===== config.mk =====
export PLATFORM = sky130hd
export DESIGN_NAME = bpps_ctrl
export DESIGN_NICKNAME = d
export VERILOG_FILES = /design/src/rtl/core/bit_packed_prime_sieve_top_assert.svh /design/src/rtl/core/bpps_pkg.sv /design/src/rtl/core/bpps_ctrl.sv
export SDC_FILE = /design/constraint.sdc
export NUM_CORES = 1
export LEC_CHECK = 0
export BUFFER_PORTS_ARGS = -buffer_cell sky130_fd_sc_hd__buf_2
export CAP_MARGIN = 20
export CORE_AREA = 3 3 40 42
export CTS_CLUSTER_DIAMETER = 60
export CTS_CLUSTER_SIZE = 10
export DETAILED_ROUTE_END_ITERATION = 7
export DIE_AREA = 0 0 43 45
export PLACE_DENSITY = 0.65
export REMOVE_ABC_BUFFERS = 1
export SETUP_SLACK_MARGIN = 0.15
export SLEW_MARGIN = 5
export SYNTH_ARGS = -nofsm -noshare
export SYNTH_HDL_FRONTEND = slang
export SYNTH_SLANG_ARGS = --single-unit

===== constraint.sdc =====
create_clock -name clk_i -period 4.2 [get_ports clk_i]
set_clock_uncertainty 0.1 [all_clocks]
set_input_delay 0.21 -clock clk_i [delete_from_list [all_inputs] [get_ports clk_i]]
set_output_delay 0.21 -clock clk_i [all_outputs]
set_load 0.005 [all_outputs]

===== src/rtl/core/bit_packed_prime_sieve_top_assert.svh =====
// Assertion macros for the prime sieve top level.
`ifndef BIT_PACKED_PRIME_SIEVE_TOP_ASSERT_SVH
`define BIT_PACKED_PRIME_SIEVE_TOP_ASSERT_SVH

`ifndef SYNTH
// Same-cycle implication, sampled on clk_i, idle in reset.
`define BPPS_ASSERT_NOW(label, ante, cons, msg) \
  label: assert property (@(posedge clk_i) disable iff (!rst_ni) (ante) |-> (cons)) \
    else $error(msg);
// Next-cycle implication, sampled on clk_i, idle in reset.
`define BPPS_ASSERT_NEXT(label, ante, cons, msg) \
  label: assert property (@(posedge clk_i) disable iff (!rst_ni) (ante) |=> (cons)) \
    else $error(msg);
`else
`define BPPS_ASSERT_NOW(label, ante, cons, msg)
`define BPPS_ASSERT_NEXT(label, ante, cons, msg)
`endif

`endif


===== src/rtl/core/bpps_pkg.sv =====
// Shared types and constants for the bit-packed prime sieve.
package bpps_pkg;

  localparam int unsigned NUM_W   = 16;  // numbers and limit
  localparam int unsigned COUNT_W = 13;  // prime count
  localparam int unsigned BYTE_W  = 8;
  localparam int unsigned IDX_W   = 9;   // outer sieve index, up to 256
  localparam int unsigned SQ_W    = 17;  // i*i and marking cursor
  localparam int unsigned BIDX_W  = NUM_W - 3;  // byte index in number space

  localparam logic [NUM_W-1:0]  SIEVE_LIMIT_RST = 16'hFFFF;
  localparam logic [BYTE_W-1:0] BYTE_LSB        = 8'h01;
  localparam logic [2:0]        BIT_SEL_MASK    = 3'h7;
  localparam logic [BYTE_W-1:0] LOW_KEEP_MASK   = 8'h07;

  // Operation codes of an input beat.
  localparam logic OP_BUILD = 1'b0;
  localparam logic OP_QUERY = 1'b1;

  // Register word index on the config port.
  localparam logic REG_SIEVE_LIMIT = 1'b0;

  typedef struct packed {
    logic             operation;
    logic [NUM_W-1:0] query_value;
  } bpps_in_t;

  typedef struct packed {
    logic [COUNT_W-1:0] prime_count;
    logic               is_prime;
    logic               out_of_range;
  } bpps_out_t;

  typedef enum logic [3:0] {
    DP_NOP,
    DP_CLR,
    DP_SV_RD,
    DP_SV_NEXT,
    DP_MK_INIT,
    DP_MK_RD,
    DP_MK_WR,
    DP_CNT_RD,
    DP_CNT_ACC,
    DP_Q_RD
  } bpps_dp_op_e;

  typedef struct packed {
    bpps_dp_op_e op;
    logic        load_in;
    logic        load_out;
  } bpps_cmd_t;

  typedef struct packed {
    logic clr_last;
    logic sq_gt_lim;
    logic i_comp;
    logic j_gt_lim;
    logic cnt_last;
  } bpps_sts_t;

endpackage


===== src/rtl/core/bpps_ctrl.sv =====
// Controller: sequences clear, sieve, count and query phases; owns the output valid.
module bpps_ctrl import bpps_pkg::*; (
  input  logic      clk_i,
  input  logic      rst_ni,
  input  logic      in_valid_i,
  input  logic      in_op_i,
  output logic      in_stall_o,
  output logic      out_valid_o,
  input  logic      out_stall_i,
  input  bpps_sts_t sts_i,
  output bpps_cmd_t cmd_o
);

  typedef enum logic [3:0] {
    S_CLR,
    S_IDLE,
    S_SV_CHK,
    S_SV_TST,
    S_MK_RD,
    S_MK_WR,
    S_CNT_RD,
    S_CNT_ACC,
    S_Q_RD,
    S_RESP
  } state_e;

  state_e state_q, state_d;
  logic   boot_q, boot_d;
  logic   out_valid_q, out_valid_d;
  logic   out_free;

  assign out_free = !out_valid_q || !out_stall_i;

  always_comb begin
    state_d       = state_q;
    boot_d        = boot_q;
    cmd_o.op      = DP_NOP;
    cmd_o.load_in = 1'b0;
    cmd_o.load_out = 1'b0;
    unique case (state_q)
      S_CLR: begin
        cmd_o.op = DP_CLR;
        if (sts_i.clr_last) begin
          boot_d  = 1'b0;
          state_d = boot_q ? S_IDLE : S_SV_CHK;
        end
      end
      S_IDLE: begin
        if (in_valid_i) begin
          cmd_o.load_in = 1'b1;
          state_d = (in_op_i == OP_BUILD) ? S_CLR : S_Q_RD;
        end
      end
      S_SV_CHK: begin
        cmd_o.op = DP_SV_RD;
        state_d  = sts_i.sq_gt_lim ? S_CNT_RD : S_SV_TST;
      end
      S_SV_TST: begin
        cmd_o.op = sts_i.i_comp ? DP_SV_NEXT : DP_MK_INIT;
        state_d  = sts_i.i_comp ? S_SV_CHK : S_MK_RD;
      end
      S_MK_RD: begin
        cmd_o.op = sts_i.j_gt_lim ? DP_SV_NEXT : DP_MK_RD;
        state_d  = sts_i.j_gt_lim ? S_SV_CHK : S_MK_WR;
      end
      S_MK_WR: begin
        cmd_o.op = DP_MK_WR;
        state_d  = S_MK_RD;
      end
      S_CNT_RD: begin
        cmd_o.op = DP_CNT_RD;
        state_d  = S_CNT_ACC;
      end
      S_CNT_ACC: begin
        cmd_o.op = DP_CNT_ACC;
        state_d  = sts_i.cnt_last ? S_RESP : S_CNT_RD;
      end
      S_Q_RD: begin
        cmd_o.op = DP_Q_RD;
        state_d  = S_RESP;
      end
      S_RESP: begin
        if (out_free) begin
          cmd_o.load_out = 1'b1;
          state_d = S_IDLE;
        end
      end
      default: state_d = S_IDLE;
    endcase
  end

  assign out_valid_d = cmd_o.load_out ? 1'b1 : (out_valid_q && out_stall_i);

  always_ff @(posedge clk_i or negedge rst_ni) begin
    if (!rst_ni) begin
      state_q     <= S_CLR;
      boot_q      <= 1'b1;
      out_valid_q <= 1'b0;
    end else begin
      state_q     <= state_d;
      boot_q      <= boot_d;
      out_valid_q <= out_valid_d;
    end
  end

  assign in_stall_o  = (state_q != S_IDLE);
  assign out_valid_o = out_valid_q;

endmodule


==> key figures, run 1 <==
Placed design
  – IO Port Bufs: 17
  – DPL Wire Length: around 870 um
  – GPL Wtd Cong: 0.806
  – DP Cell Count: between 90 and 100

Pwr
  – Sw Pwr: 201 uW
  – Clock Power Share: 13.1%
  – Internal power: 233 uW
  – Sequential share of power: 33.1%
  – LEAKAGE: between 0.2 and 0.3 nW
  – PwrDens: 703 nW/um2
  – Peak VDD IR: around 0.25 mV
  – Sw frac: 46.3%
  – Combinational power share: 53.8%

Detailed routing
  – Routed Antenna Nets: 0
  – Drt drc: 0
  – Routed vias/inst: 5.39
  – Via count: around 520
  – Drt total wl: roughly 1.2 mm
  – 1st-iter DRT viols: 7
  – Total iterations of the first detailed-routing run: 4
  – Avg WL per Cell: about 13 um

Global route
  – Initial antenna violation count: 0
  – GRT Resource Usage Total: between 10% and 20%
  – Number of global-route vias before repair: 445
  – First-pass GRT wire length: approximately 1.9 mm
  – Largest net degree at the start of global routing: 18
  – Overflow left after global routing: 0

Die
  – Chip width: 43 um
  – Cell Rows: 13
  – Die H: roughly 45 um
  – Area of the die: 1940 um2
  – Core area: about 1300 um2
  – Initial core utilization: 41.0%
  – # IOs: 18

Timing
  – Final hold vios: 0
  – Slew Viols, Final: 0
  – Setup TNS: 0 ns
  – Max-slew headroom: 65.9%
  – Count of final setup violators: 0
  – Final Cycle Share: 46.5%
  – RSZ-0062 raised after global routing: false
  – Worst slew pin tran: 0.511 ns
  – Final min period: between 1.5 and 2 ns
  – FMAX: 0.511 GHz

Clocking
  – Clock transition at path regs: 0.05 ns
  – Clock buffer count from CTS: 3
  – Clk root buf: clkbuf_4
  – CTS tree: yes
  – H-tree depth: 1
  – Post-CTS Resized: 0
  – Deepest clock path buffer count: 2
  – Clk Latency, worst-skew pair: 0.24 ns
  – # Post-CTS Setup Buffers: 0
  – CTS sink cnt: 6

Min path
  – Hold Crit Class: in2reg
  – Hold_sp: sts_i[4]

Cells and area
  – Area grow syn2layout: 17.1%
  – Register Area: 151 um2
  – N_diodes: 0
  – Non-filler cells, final: 97
  – Multi-input gate area: approximately 310 um2
  – Most frequent cells in the layout: buf_2, nand2_1, nor2_1, a21oi_1, dfrtp_1
  – Final nets: 93
  – Most common cell after layout, fill and taps aside: buf_2
  – Layout fillers: 133
  – Proportion of layout cells with a drive suffix above 1: about a third

Yosys
  – Seq/Total Area, Yosys: around 29%
  – Netlist cell types: 32
  – Mean post-synth cell area: 8.10 um2
  – Post-Syn Instances: 65
  – Seq cells post-synth: 6
  – Dominant cell type by area after synthesis: dfrtp_1
  – Main flop type after synthesis: dfrtp_1
  – Yosys warnings: 0
  – Async SR Flop Fraction: 100%
  – Post-synth EDFFs: 0
  – Area share of the largest cell type after synthesis: 23.8%
  – Synthesized area: 527 um2
  – Top cells by area, synth: dfrtp_1, nand2_1, dfstp_2, a21oi_1, buf_6

Status
  – Status: complete, no violations

Critical path
  – R2r setup slk: 2.56 ns
  – Critical Path RT: 3.89 ns
  – Critical Path Sink: cmd_o[3]
  – Reg2Reg Depth: 4
  – CP Launch Type: flip-flop
  – Worst Path Class, Setup: reg2out
  – Crit path DAT: 1.65 ns
  – Worst r2r dst: state_q[0]
  – Reg2Reg Launch Point: state_q[2]
  – Crit path max fanout: 16
  – Crit end category: output pin
  – Worst setup path startpoint: state_q[0]

Job
  – Max cap viols: 0
cells by family (layout without fill, tap and decap cells):
group | Yosys count | in the layout | share of synthesized area [%]
buf+inv | 8 | 25 | 11.6
flops | 6 | 6 | 28.7
simple gates | 31 | 31 | 34.7
compound gates | 20 | 20 | 24.9
cells in the mapped netlist, drive strengths merged, types with 2 or more instances:
| library cell | instances |
|---|---|
| a31oi | 3 |
| a211oi | 2 |
| a21oi | 5 |
| inv | 3 |
| nor3b | 2 |
| buf | 5 |
| o22ai | 2 |
| nand2 | 11 |
| nor2 | 6 |
| dfrtp | 5 |
| nand2b | 2 |
| nor2b | 2 |
| and2b | 3 |
| o21ai | 3 |
timing repair:
| item | in CTS | in global routing |
|---|---|---|
| setup endpoints to repair | 0 | 0 |
| endpoints found under the hold margin | 6 | 0 |
| hold buffers | 1 | 0 |
per-stage QoR:
step | utilization [%] | cell area (um2) | power, mW | setup slack (ns) | hold slack, ns
3_3_place_gp | 45.2 | 581 | 0.374 | 2.54 | -0.0634
3_5_place_dp | 45.2 | 581 | 0.375 | 2.55 | -0.0635
6_report | 48.0 | 617 | 0.434 | 2.24 | 0.0537
4_1_cts | 48.0 | 617 | 0.435 | 2.27 | 0.0516
2_1_floorplan | - | 477 | 0.293 | 2.72 | -0.186
5_1_grt | 48.0 | 617 | 0.473 | 2.08 | 0.0570
power by group through the flow:
| stage | sequential, mW | combinational (mW) | clock (mW) |
|---|---|---|---|
| 6_report | 0.144 | 0.233 | 0.0569 |
| 2_1_floorplan | 0.128 | 0.166 | 0 |
| 3_5_place_dp | 0.143 | 0.232 | 0 |
| 5_1_grt | 0.151 | 0.261 | 0.0608 |
| 4_1_cts | 0.143 | 0.235 | 0.0570 |
| 3_3_place_gp | 0.144 | 0.230 | 0 |
flip-flops by register name, indices dropped and copies added (netlist names):
| name | cells |
|---|---|
| state_q | 4 |
| boot_q | 1 |
| out_valid_o | 1 |
final cells by class:
cell class	count	share of cell area (%)
Clock buffer	4	4.26
Multi-Input combinational cell	51	50.9
Timing Repair Buffer	18	15.4
Tap cell	15	3.04
Sequential cell	6	24.5
Inverter	3	1.83
worst min-delay path by stage:
stage | endpoint | slack, ns | depth (start not counted)
3_3_place_gp | out_valid_o | -0.06 | 1
2_1_floorplan | out_valid_o | -0.19 | 0
6_report | boot_q | 0.05 | 2
3_5_place_dp | out_valid_o | -0.06 | 1
5_1_grt | boot_q | 0.06 | 2
4_1_cts | boot_q | 0.05 | 2
critical path, stage by stage (launching register included):
cell and delay (ns):
dfrtp_1 0.56, nor2_1 0.40, a31oi_1 0.18, a21oi_1 0.15
buf_2 0.12
routing by layer:
layer	routed length [um]	track usage, %	up-vias	share of wire, %
met5	0	0	-	0
met1	576	17.7	243	46
li1	-	-	265	-
met3	45	1.20	0	3.6
met4	0	2.41	0	0
met2	621	20.1	15	50
(Power assumes the default switching activity.)
==> run 2: changes to the inputs <==
==> constraint.sdc (replaced) <==
create_clock -name clk_i -period 1.8 [get_ports clk_i]
set_clock_uncertainty 0.1 [all_clocks]
set_input_delay 0.09 -clock clk_i [delete_from_list [all_inputs] [get_ports clk_i]]
set_output_delay 0.09 -clock clk_i [all_outputs]
set_load 0.005 [all_outputs]
==> run 2 against run 1 <==
Against the previous run:
- register-to-register slack worse by 2.4 ns
- routed wire length grew 7.3%
- critical path depth stayed put
- sequential share of layout area decreased by 2.4 points
- final cell count increased by 9.3%
- power grew to 2.7 times the previous value
- combinational power grew to 3.0 times the previous value
- worst hold slack worse by 0.0013 ns
- global-route usage increased by 0.60 points
- first-iteration DRC count is 130% higher
- largest cell class unchanged
- highest routed layer is now met4
==> key figures, run 2 (synthesized netlist as in run 1, its figures left out) <==
Status
  – Status: complete, no violations

Global route
  – Largest net degree at the start of global routing: 18 (unchanged)
  – Number of global-route vias before repair: 416 (-6.5%)
  – Overflow left after global routing: 0 (unchanged)
  – First-pass GRT wire length: 1.90 mm (-0.73%)
  – Initial antenna violation count: 0 (unchanged)
  – GRT Resource Usage Total: 12.8% (+0.60 points)

Critical path
  – Crit path DAT: 1.42 ns (-0.23 ns)
  – Critical Path RT: 1.61 ns (-2.28 ns)
  – Crit path max fanout: 16 (unchanged)
  – Worst Path Class, Setup: reg2out
  – Crit end category: output pin
  – CP Launch Type: flip-flop

Clocking
  – CTS tree: yes
  – Clk root buf: clkbuf_4
  – Clock buffer count from CTS: 3 (unchanged)
  – Clock transition at path regs: 0.05 ns (about the same)
  – Deepest clock path buffer count: 2 (unchanged)
  – H-tree depth: 1 (unchanged)
  – CTS sink cnt: 6 (unchanged)
  – Clk Latency, worst-skew pair: 0.25 ns (about the same)

Detailed routing
  – Total iterations of the first detailed-routing run: 4 (unchanged)
  – Drt total wl: 1.33 mm (+7.3%)
  – Avg WL per Cell: 12.6 um (-1.8%)
  – Routed vias/inst: 5.39 (about the same)
  – Via count: 571 (+9.2%)
  – 1st-iter DRT viols: 16 (+9)
  – Drt drc: 0 (unchanged)
  – Routed Antenna Nets: 0 (unchanged)

Cells and area
  – N_diodes: 0 (unchanged)
  – Final nets: 102 (+9.7%)
  – Area grow syn2layout: 33.3%
  – Most frequent cells in the layout: buf_2, nand2_1, buf_4, a21oi_1
  – Proportion of layout cells with a drive suffix above 1: 42.9% (+11 points)
  – Layout fillers: 120 (-9.8%)
  – Register with the most flip-flops: state_q
  – Multi-input gate area: 325 um2 (+3.6%)
  – Number of flip-flops under the largest register name: 4 (unchanged)
  – Most common cell after layout, fill and taps aside: buf_2
  – Register Area: 155 um2 (+2.5%)
  – Non-filler cells, final: 106 (+9.3%)

Pwr
  – PwrDens: 1640 nW/um2 (+130%)
  – Peak VDD IR: 0.715 mV (+190%)
  – LEAKAGE: 0.326 nW (+14%)

Die
  – Cell Rows: 13 (unchanged)
  – Initial core utilization: 41.0% (unchanged)
  – Core area: 1280 um2 (unchanged)
  – Area of the die: 1940 um2 (unchanged)
  – Chip width: 43 um (unchanged)
  – Die H: 45 um (unchanged)
  – # IOs: 18 (unchanged)

Timing
  – FMAX: 0.621 GHz
  – Final min period: 1.61 ns
  – Count of final setup violators: 0 (unchanged)
  – Slew Viols, Final: 0 (unchanged)
  – RSZ-0062 raised after global routing: true
  – Worst slew pin tran: 0.340 ns (-0.171 ns)
  – Setup TNS: 0 ns (unchanged)
  – Final Cycle Share: 89.4%
  – Max-slew headroom: 77.3% (+11 points)
  – Final hold vios: 0 (unchanged)
  – Hold Worst Slack: 0.0525 ns (-0.00125 ns)

Placed design
  – DP Cell Count: 92 (unchanged)
  – DPL Wire Length: 877 um (+1.2%)
  – IO Port Bufs: 17 (unchanged)
  – GPL Wtd Cong: 0.789 (-2.1%)

Min path
  – Hold Crit Class: in2reg

Job
  – Max cap viols: 0 (unchanged)
[run 2: final timing paths]
kind | from | to | slack [ns] | cells past startpoint
max | state_q[2] | cmd_o[4] | 0.19 | 4
min | in_op_i | state_q[3] | 0.05 | 3
max reg2reg | state_q[1] | state_q[0] | 0.20 | 4
min reg2reg | boot_q | boot_q | 0.34 | 2
max in group asynchronous | rst_ni | boot_q | 1.29 | 2
min in group asynchronous | rst_ni | state_q[1] | 0.08 | 2
[run 2: timing repair]
item,4_1_cts,5_1_grt
hold buffers,3,0
resized for setup,5,2
setup buffers,0,7
endpoints found under the hold margin,8,0
endpoints found under the setup margin,6,3
[run 2: worst max-delay path, stage by stage (launching register included)]
cell     delay [ns]
dfrtp_2        0.50
nor3b_1        0.24
o21ai_1        0.09
a21oi_1        0.19
buf_2          0.14
[run 2: metal layers]
metal	up-vias	share of wire, %	global-route usage [%]
li1	284	-	-
met5	-	0	0
met4	0	0.90	3.61
met3	2	4.3	2.79
met2	18	51	21.0
met1	267	44	17.3
[run 2: power breakdown]
part | switching (mW) | total [mW] | internal [mW]
Combinational | 0.331 | 0.694 | 0.363
Clock | 0.0527 | 0.137 | 0.0842
Sequential | 0.129 | 0.320 | 0.190
[run 2: cell type report]
cell class                 count  share of cell area [%]
tap                           15                    2.67
inverter                       3                    1.60
timing repair buffer          27                    23.5
clock buffer                   4                    3.74
multi-input combinational     51                    46.3
sequential                     6                    22.1
[run 2: stage by stage]
step	total power, mW	worst slack, ns	util (%)	area, um2
2_1_floorplan	0.684	0.323	-	477
3_3_place_gp	0.870	0.209	45.2	581
3_5_place_dp	0.875	0.157	45.2	581
4_1_cts	1.04	0.158	50.2	646
5_1_grt	1.24	0.110	54.6	702
6_report	1.15	0.191	54.6	702
